==> src/rtl/core/spq_pkg.sv <==
`timescale 1ns / 1ps

package spq_pkg;

    localparam int DEPTH        = 16;
    localparam int KEY_BITS     = 8;
    localparam int PAYLOAD_BITS = 32;
    localparam int CNT_BITS     = $clog2(DEPTH + 1);
    localparam int STATUS_BITS  = 2;

    localparam int S_DATA_BITS  = ((KEY_BITS + PAYLOAD_BITS + 7) / 8) * 8;
    localparam int M_FIELD_BITS = KEY_BITS + PAYLOAD_BITS + CNT_BITS;
    localparam int M_DATA_BITS  = ((M_FIELD_BITS + 7) / 8) * 8;

    localparam logic REQ_ENQ = 1'b0;
    localparam logic REQ_DEQ = 1'b1;

    localparam logic [STATUS_BITS-1:0] ST_ENQUEUED = 2'd0;
    localparam logic [STATUS_BITS-1:0] ST_DEQUEUED = 2'd1;
    localparam logic [STATUS_BITS-1:0] ST_EMPTY    = 2'd2;
    localparam logic [STATUS_BITS-1:0] ST_DROPPED  = 2'd3;

    typedef logic [KEY_BITS-1:0]     key_t;
    typedef logic [PAYLOAD_BITS-1:0] payload_t;
    typedef logic [CNT_BITS-1:0]     count_t;

    // Shift command broadcast to every cell of the chain.
    typedef struct packed {
        logic push;
        logic pop;
    } cell_ctrl_t;

endpackage

==> src/rtl/core/stable_priority_queue.sv <==
`timescale 1ns / 1ps
// Channel   Direction  Handshake            Contents
// s_        in         s_tvalid / s_tready  tuser: req_type; tdata: item_key, item_payload
// m_        out        m_tvalid / m_tready  tuser: status; tdata: out_key, out_payload, occupancy
//
// One item per cycle while m_tready allows it: every cell compares its key with the new key at once and
// the whole chain shifts in the same cycle; the result appears in the cycle after.
// The result sits in an output register; a new item is taken while it is empty
// or being taken in the same cycle, so a low m_tready stalls the input side.
// Reset clears the entry count and the output valid; cell contents need no reset.

module stable_priority_queue (
    input  logic                                aclk,
    input  logic                                aresetn,
    input  logic                                s_tvalid,
    output logic                                s_tready,
    input  logic [spq_pkg::S_DATA_BITS-1:0]     s_tdata,  // item_key, item_payload
    input  logic                                s_tuser,  // req_type
    output logic                                m_tvalid,
    input  logic                                m_tready,
    output logic [spq_pkg::M_DATA_BITS-1:0]     m_tdata,  // out_key, out_payload, occupancy
    output logic [spq_pkg::STATUS_BITS-1:0]     m_tuser   // status
);
    import spq_pkg::*;

    key_t       new_key;
    payload_t   new_payload;
    logic       accept;
    logic       full;
    logic       empty;
    cell_ctrl_t ctrl;

    count_t     count_reg, count_next;
    logic       out_valid_reg;
    logic [STATUS_BITS-1:0] status_reg, status_next;
    key_t       out_key_reg, out_key_next;
    payload_t   out_payload_reg, out_payload_next;

    key_t       cell_key     [DEPTH];
    payload_t   cell_payload [DEPTH];
    logic       cell_le      [DEPTH];
    logic       cell_occ     [DEPTH];

    assign new_key     = s_tdata[KEY_BITS-1:0];
    assign new_payload = s_tdata[KEY_BITS+PAYLOAD_BITS-1:KEY_BITS];

    assign s_tready = !out_valid_reg || m_tready;
    assign accept   = s_tvalid && s_tready;
    assign full     = (count_reg == count_t'(DEPTH));
    assign empty    = (count_reg == '0);

    assign ctrl.push = accept && (s_tuser == REQ_ENQ) && !full;
    assign ctrl.pop  = accept && (s_tuser == REQ_DEQ) && !empty;

    genvar i;
    generate
        for (i = 0; i < DEPTH; i++) begin : g_cell
            assign cell_occ[i] = (count_t'(i) < count_reg);

            if (i == 0) begin : g_head
                spq_cell u_cell (
                    .aclk          (aclk),
                    .ctrl          (ctrl),
                    .new_key       (new_key),
                    .new_payload   (new_payload),
                    .left_key      (new_key),
                    .left_payload  (new_payload),
                    .left_le       (1'b1),
                    .right_key     (cell_key[1]),
                    .right_payload (cell_payload[1]),
                    .occupied      (cell_occ[0]),
                    .key           (cell_key[0]),
                    .payload       (cell_payload[0]),
                    .le            (cell_le[0])
                );
            end else if (i == DEPTH - 1) begin : g_tail
                // Past the tail there is never an entry to shift in.
                spq_cell u_cell (
                    .aclk          (aclk),
                    .ctrl          (ctrl),
                    .new_key       (new_key),
                    .new_payload   (new_payload),
                    .left_key      (cell_key[i-1]),
                    .left_payload  (cell_payload[i-1]),
                    .left_le       (cell_le[i-1]),
                    .right_key     ('0),
                    .right_payload ('0),
                    .occupied      (cell_occ[i]),
                    .key           (cell_key[i]),
                    .payload       (cell_payload[i]),
                    .le            (cell_le[i])
                );
            end else begin : g_mid
                spq_cell u_cell (
                    .aclk          (aclk),
                    .ctrl          (ctrl),
                    .new_key       (new_key),
                    .new_payload   (new_payload),
                    .left_key      (cell_key[i-1]),
                    .left_payload  (cell_payload[i-1]),
                    .left_le       (cell_le[i-1]),
                    .right_key     (cell_key[i+1]),
                    .right_payload (cell_payload[i+1]),
                    .occupied      (cell_occ[i]),
                    .key           (cell_key[i]),
                    .payload       (cell_payload[i]),
                    .le            (cell_le[i])
                );
            end
        end
    endgenerate

    always_comb begin
        count_next       = count_reg;
        status_next      = status_reg;
        out_key_next     = out_key_reg;
        out_payload_next = out_payload_reg;
        if (accept) begin
            out_key_next     = '0;
            out_payload_next = '0;
            if (s_tuser == REQ_ENQ) begin
                if (full) begin
                    status_next = ST_DROPPED;
                end else begin
                    status_next = ST_ENQUEUED;
                    count_next  = count_reg + count_t'(1);
                end
            end else begin
                if (empty) begin
                    status_next = ST_EMPTY;
                end else begin
                    status_next      = ST_DEQUEUED;
                    out_key_next     = cell_key[0];
                    out_payload_next = cell_payload[0];
                    count_next       = count_reg - count_t'(1);
                end
            end
        end
    end

    always_ff @(posedge aclk) begin
        if (!aresetn) begin
            count_reg     <= '0;
            out_valid_reg <= 1'b0;
        end else begin
            count_reg <= count_next;
            if (accept) begin
                out_valid_reg <= 1'b1;
            end else if (m_tready) begin
                out_valid_reg <= 1'b0;
            end
        end
    end

    always_ff @(posedge aclk) begin
        status_reg      <= status_next;
        out_key_reg     <= out_key_next;
        out_payload_reg <= out_payload_next;
    end

    assign m_tvalid = out_valid_reg;
    assign m_tuser  = status_reg;
    assign m_tdata  = {{(M_DATA_BITS - M_FIELD_BITS){1'b0}},
                       count_reg, out_payload_reg, out_key_reg};

endmodule

==> src/rtl/core/spq_cell.sv <==
`timescale 1ns / 1ps

module spq_cell (
    input  logic                aclk,
    input  spq_pkg::cell_ctrl_t ctrl,
    input  spq_pkg::key_t       new_key,
    input  spq_pkg::payload_t   new_payload,
    input  spq_pkg::key_t       left_key,
    input  spq_pkg::payload_t   left_payload,
    input  logic                left_le,
    input  spq_pkg::key_t       right_key,
    input  spq_pkg::payload_t   right_payload,
    input  logic                occupied,
    output spq_pkg::key_t       key,
    output spq_pkg::payload_t   payload,
    output logic                le
);
    import spq_pkg::*;

    key_t     key_reg, key_next;
    payload_t payload_reg, payload_next;

    // The held entry stays put when its key is not larger than the new one.
    assign le = occupied && (key_reg <= new_key);

    always_comb begin
        key_next     = key_reg;
        payload_next = payload_reg;
        if (ctrl.push) begin
            if (!le) begin
                if (left_le) begin
                    key_next     = new_key;
                    payload_next = new_payload;
                end else begin
                    key_next     = left_key;
                    payload_next = left_payload;
                end
            end
        end else if (ctrl.pop) begin
            key_next     = right_key;
            payload_next = right_payload;
        end
    end

    always_ff @(posedge aclk) begin
        key_reg     <= key_next;
        payload_reg <= payload_next;
    end

    assign key     = key_reg;
    assign payload = payload_reg;

endmodule

==> config.mk <==
export PLATFORM = sky130hd
export DESIGN_NAME = stable_priority_queue
export DESIGN_NICKNAME = d
export VERILOG_FILES = /design/src/rtl/core/spq_pkg.sv /design/src/rtl/core/stable_priority_queue.sv /design/src/rtl/core/spq_cell.sv
export SDC_FILE = /design/constraint.sdc
export NUM_CORES = 2
export LEC_CHECK = 0
export ABC_AREA = 1
export BUFFER_PORTS_ARGS = -buffer_cell sky130_fd_sc_hd__buf_2
export CAP_MARGIN = 20
export CORE_MARGIN = 2
export CORE_UTILIZATION = 60
export CTS_BUF_LIST = sky130_fd_sc_hd__clkbuf_8
export CTS_CLUSTER_DIAMETER = 40
export DETAILED_ROUTE_END_ITERATION = 6
export PLACE_DENSITY = 0.85
export RECOVER_POWER = 25
export SETUP_SLACK_MARGIN = 0.3
export SLEW_MARGIN = 10
export SYNTH_ARGS = -nofsm -noshare
export SYNTH_HDL_FRONTEND = slang
export SYNTH_SLANG_ARGS = --single-unit
==> constraint.sdc <==
create_clock -name aclk -period 7.2 [get_ports aclk]
set_input_delay 1.44 -clock aclk [delete_from_list [all_inputs] [get_ports aclk]]
set_output_delay 1.44 -clock aclk [all_outputs]
set_load 0.1 [all_outputs]
=== Yosys cells after proc, flatten, opt, wreduce, memory -nomap -nowiden ===
Cells that the tools add are included.
Widths: inputs -> output; s select.

* Add/sub/neg operators: 2
* Magnitude comparators: 32
* Equality and inequality tests: 19
* Mux-type cells: 134
* Bitwise operators: 1
* Reduce and logical (&&, ||, !) cells: 46

{| class="wikitable"
|+ Operators by type and width
! operator !! count
|-
| $mux 32 || 63
|-
| $mux 8 || 63
|-
| $le 8x8->1 || 16
|-
| $lt 4x5->1 const A || 8
|-
| $ne 2x2->1 const B || 18
|-
| $reduce_and 2->1 || 16
|-
| $logic_and 1x1->1 || 21
|-
| $lt 3x5->1 const A || 4
|-
| $mux 5 || 3
|-
| $lt 1x5->1 const A || 2
|-
| $lt 2x5->1 const A || 2
|-
| $mux 2 || 3
|-
| $add 5x1->5 const B || 1
|-
| $eq 5x5->1 const B || 1
|-
| $logic_not 5->1 || 1
|-
| $sub 5x1->5 const B || 1
|-
| $reduce_bool 2->1 || 2
|-
| $logic_not 1->1 || 3
|-
| $reduce_and 3->1 || 1
|-
| $mux 1 || 2
|-
| $reduce_or 2->1 || 1
|-
| $logic_or 1x1->1 || 1
|-
| $not 1->1 || 1
|}

* Flip-flop bits (word level): 688
* Bits of input ports: 45
* Output and inout port bits: 52
* Logic and storage cells: 271

=== Logic depth before layout (Yosys ltp) ===
* Word-level depth: 7
* Mapped depth: 16
* Gate-level depth less buffers: 15

=== Cells and area by module ===
Synthesis repeated with hierarchy kept, for this count alone.

* Cell total of the unflattened synthesis: 4383
* Area, all modules: 38491.9 um^2

{| class="wikitable"
|+ By module, submodules not included
! module !! times used !! cells an instance !! area an instance (um^2) !! sequential area each (um^2)
|-
| spq_cell || 16 || 259 || 2262.2 || 1201.2
|-
| stable_priority_queue || 1 || 239 || 2297.2 || 1381.3
|}

=== Worst setup path after synthesis ===
No wires, ideal clock.

* Path type: input to register
* Start: in m_tready
* End: reg g_cell[14].g_mid.u_cell.key_reg[0], enable pin
* Setup time: 0.493 ns
* Data arrival time: 6.330 ns
* Data required time: 6.707 ns
* Slack: 0.378 ns
* Stages: 8
* Buffers on the path: 2
* Cells stage by stage: inv_1 > nand2_1 > nand2_1 > inv_2 > nand3_2 > buf_2 > buf_2 > o21ai_0

* Word-level cells in the longest chain between the ends: 6

{| class="wikitable"
|+ Ends and longest elaborated chain
! element !! line !! RTL
|-
| start, declared || stable_priority_queue.sv:20 || <nowiki>input logic m_tready,</nowiki>
|-
| $logic_or 1x1->1 * || stable_priority_queue.sv:47 || <nowiki>assign s_tready = !out_valid_reg || m_tready;</nowiki>
|-
| via s_tready || stable_priority_queue.sv:16 || <nowiki>output logic s_tready,</nowiki>
|-
| $logic_and 1x1->1 * || stable_priority_queue.sv:48 || <nowiki>assign accept = s_tvalid && s_tready;</nowiki>
|-
| via accept || stable_priority_queue.sv:28 || <nowiki>logic accept;</nowiki>
|-
| $logic_and 1x1->1, on equally long branches (2 in series) || stable_priority_queue.sv:52, stable_priority_queue.sv:53 ||
|-
| $ne 2x2->1 (no source line) / $reduce_bool 2->1 (equally long branches) || n/a ||
|-
| $reduce_and 2->1 (no source line) * || n/a ||
|-
| end signal, assigned || spq_cell.sv:46 || <nowiki>key_reg <= key_next;</nowiki>
|-
| end, declared || spq_cell.sv:20 || <nowiki>key_t key_reg, key_next;</nowiki>
|}

The timed path passes the listed nets; every way through them passes the cells marked *.
A chain may end at the register's enable or synchronous reset.

=== Final worst setup path ===
* Start: reg count_reg[0]
* End: reg g_cell[4].g_mid.u_cell.key_reg[2] (data pin)

* Word-level cells in the longest chain between the ends: 5

{| class="wikitable"
|+ Ends and longest elaborated chain
! element !! line !! RTL
|-
| start, declared || stable_priority_queue.sv:33 || <nowiki>count_t count_reg, count_next;</nowiki>
|-
| start signal, assigned || stable_priority_queue.sv:146 || <nowiki>count_reg <= count_next;</nowiki>
|-
| $lt 2x5->1 || stable_priority_queue.sv:58 || <nowiki>assign cell_occ[i] = (count_t'(i) < count_reg);</nowiki>
|-
| $logic_and 1x1->1 || spq_cell.sv:24 || <nowiki>assign le = occupied && (key_reg <= new_key);</nowiki>
|-
| $mux 8 || spq_cell.sv:31 || <nowiki>if (left_le) begin</nowiki>
|-
| $mux 8 || spq_cell.sv:30 || <nowiki>if (!le) begin</nowiki>
|-
| $mux 8 * || spq_cell.sv:29 || <nowiki>if (ctrl.push) begin</nowiki>
|-
| via g_cell[4].g_mid.u_cell.key_next[2] || spq_cell.sv:20 ||
|-
| end signal, assigned || spq_cell.sv:46 ||
|-
| end, declared || spq_cell.sv:20 ||
|}

The timed path passes the listed nets; every way through them passes the cells marked *. The select of a mux whose other input is x is not followed.

==> metrics.cfg <==
[sta]
setup_viol=0
final-hold-violation-count=0
period_share_pct=78.49
final.setup_skew_ns=0.02948
finalMaxSlewViolations=159
worstMarginPinSlew_ns=2.856
fin_crit_ns=5.652
setup_tns_ns=0
max_freq_ghz=0.1769
finalWorstSetupSlack_ns=1.548
timing.slew.headroom_pct=-90.43
rsz0062_at_grt=false

[detailed_routing]
drtPass1Iterations=6
wl_per_cell_um=16.36
drc_errors=0
drt-total-wl_um=99510
drtIter0Drc=4229
via_per_inst=5.301
ant_nets=0
vias=32250

[floorplanning]
io_pins=97
std_cell_rows=93
die_area_sq_mm=0.06703
fp.dieW_um=258.9
die_y_um=258.9
start_util_pct=60.58
coreArea_sq_mm=0.06435

[logic_synthesis]
ys.flop_type=edfxtp_1
synthMuxAreaShare_pct=0
ys_seq_elements=688
ys_seq_area_share_pct=52.84
yosys_warnings=0
syn_avg_cell_area_sq_um=7.604
synthArstFlopShare_pct=0
synth_xor_area_share_pct=0.1123
synthDominantCellAreaShare_pct=52.53
synth_cells=5127
synth.top_cells.by_area=edfxtp_1 53%, nand2_1 30%, inv_1 6.1%, ha_1 4.2%, buf_2 1.3%
yosysUniqueCellTypes=30
yosys.area_share.simple_pct=31.70
synth_top_family_by_area=simple AND/OR/NAND/NOR gates
yosysTopAreaCell=edfxtp_1
syn_area_sq_mm=0.03898
synth_compound_area_share_pct=2.096
synth_edf_count=682
synth_fa_ha_area_share_pct=4.237

[finish]
area_growth_pct=7.472
final_cell_area_sq_mm=0.04190
largest_reg_flops=448
drive_above_1_share_pct=4.687
final_net_count=5311
utilization_pct=65.11
final_cells=6083

[global_route]
grt_max_degree=242
grt-ovfl-total=0
grt_pass1_wl_um=159000
grt_pass1_vias=30410
grt_use_total_pct=29.52
antenna_found_initial=3

[setup_path]
crit_required_ns=7.69
start_kind=flip-flop
crit_type=reg2reg
r2r-start=count_reg[0]$_SDFFE_PN0P_
r2r_setup_slack_ns=1.55
ff2ff_path_depth=11
timing.critical_path.to_type=flip-flop
r2r_end=g_cell[4].g_mid.u_cell.key[2]$_DFFE_PP_
cp.arrival_ns=6.14
path_max_fanout=36

[status]
violations=capacitance limit, slew limit
status=finished, violations left

[place]
routabilityCongestion=0.9087
port_buffers=93
dpl_cell_area_sq_mm=0.03987
hpwl_um=63670
dp_cells=5873
post-place-ws_ns=2.289

[pwr]
p_per_area_mw_per_mm2=278.9
p_leak_nw=24.17
max-vdd-ir-drop_mv=0.1450

[min_path]
min_delay_worst_endpoint=g_cell[14].g_mid.u_cell.payload[12]$_DFFE_PP_
min_path_cells=2
hold_class=reg2reg
worstHoldStart=g_cell[15].g_tail.u_cell.payload[12]$_SDFFCE_PN0P_

[cts]
h-tree-depth=3
post_cts_resized=0
clkSinkCount=688
hold_buffers=0
cts_tree=yes
cts-root-buf=clkbuf_8
clock_latency_ns=0.75
postCtsSetupBuffers=0
cts_buffer_depth=3
numCtsBuffers=114
clkTransAtPathRegs_ns=0.07

[flow_run]
max-cap-violations=4

-- final cells by class --
type / count / area [sq um]
Sequential cell: 688 / 20600
Tap cell: 855 / 1070
Timing Repair Buffer: 141 / 774.5
Clock inverter: 92 / 528.0
Inverter: 636 / 2389
Antenna cell: 1 / 2.502
Clock buffer: 117 / 1610
Multi-Input combinational cell: 3553 / 14920
Fill cell: 5140 / 22450
-- per-stage QoR --
step	total power, mW	hold WS, ns
detailed placement	8.371	0.5017
CTS	11.64	0.5143
finish	11.68	0.5105
global placement	8.255	0.4874
floorplan	7.633	0.4944
global route	12.27	0.5527
-- synthesized netlist by cell type (all sizes together), types with 2 or more instances --
| library cell | count |
|---|---|
| a31oi | 2 |
| nor2 | 94 |
| a21oi | 83 |
| xnor2 | 2 |
| xor2 | 3 |
| dfxtp | 6 |
| edfxtp | 682 |
| o21ai | 52 |
| ha | 132 |
| nand3 | 45 |
| a21o | 14 |
| nand4 | 15 |
| inv | 636 |
| clkbuf | 124 |
| buf | 128 |
| nand2 | 3103 |
-- critical path, stage by stage, from the launching register on --
cell and delay, ns:
dfxtp_1 0.39, inv_1 0.22, ha_1 0.18, nor3b_1 0.33, nand2_1 0.21, nand3_4 0.40, clkinvlp_2 1.72, buf_4 0.82
nand2_1 0.71, nand2_1 0.14, nand2_1 0.15, nand2_1 0.07
-- metal layers --
layer  global-route usage, %  wire length, um
met5                       0               22
met4                   12.03             3496
met3                   6.454            12320
met2                   45.74            44030
met1                   40.58            39650
-- cell usage in the layout, fill, tap and decap left out, types with 29 or more instances in the layout --
cell type / n
a21oi_1: 82
buf_2: 43
buf_4: 42
clkbuf_1: 53
clkbuf_8: 117
clkinv_1: 29
edfxtp_1: 682
ha_1: 132
inv_1: 674
nand2_1: 3092
nand3_1: 44
nor2_1: 93
-- power breakdown --
part           leakage (nW)  total [mW]  switching (mW)  internal, mW
logic                  16.4        2.82            2.04         0.775
registers              6.54        5.56           0.296          5.27
clock network          1.23        3.30            1.62          1.68
-- cell families after synthesis --
family          count (synthesis)
other cells                     1
flops                         688
buf+inv                       888
simple gates                 3259
compound gates                154
xor+xnor                        5
fa+ha+maj                     132
-- worst max path at each step --
stage	from	end	depth (start not counted)
after CTS	count_reg[0]$_SDFFE_PN0P_	g_cell[2].g_mid.u_cell.payload[20]$_DFFE_PP_	9
after detailed placement	s_tdata[2]	g_cell[3].g_mid.u_cell.payload[13]$_DFFE_PP_	15
after global placement	s_tdata[7]	g_cell[3].g_mid.u_cell.payload[18]$_DFFE_PP_	12
final	count_reg[0]$_SDFFE_PN0P_	g_cell[4].g_mid.u_cell.key[2]$_DFFE_PP_	11
after floorplan	m_tready	g_cell[14].g_mid.u_cell.key[0]$_DFFE_PP_	8
after global routing	count_reg[0]$_SDFFE_PN0P_	g_cell[2].g_mid.u_cell.payload[14]$_DFFE_PP_	9
(Power assumes the default switching activity.)
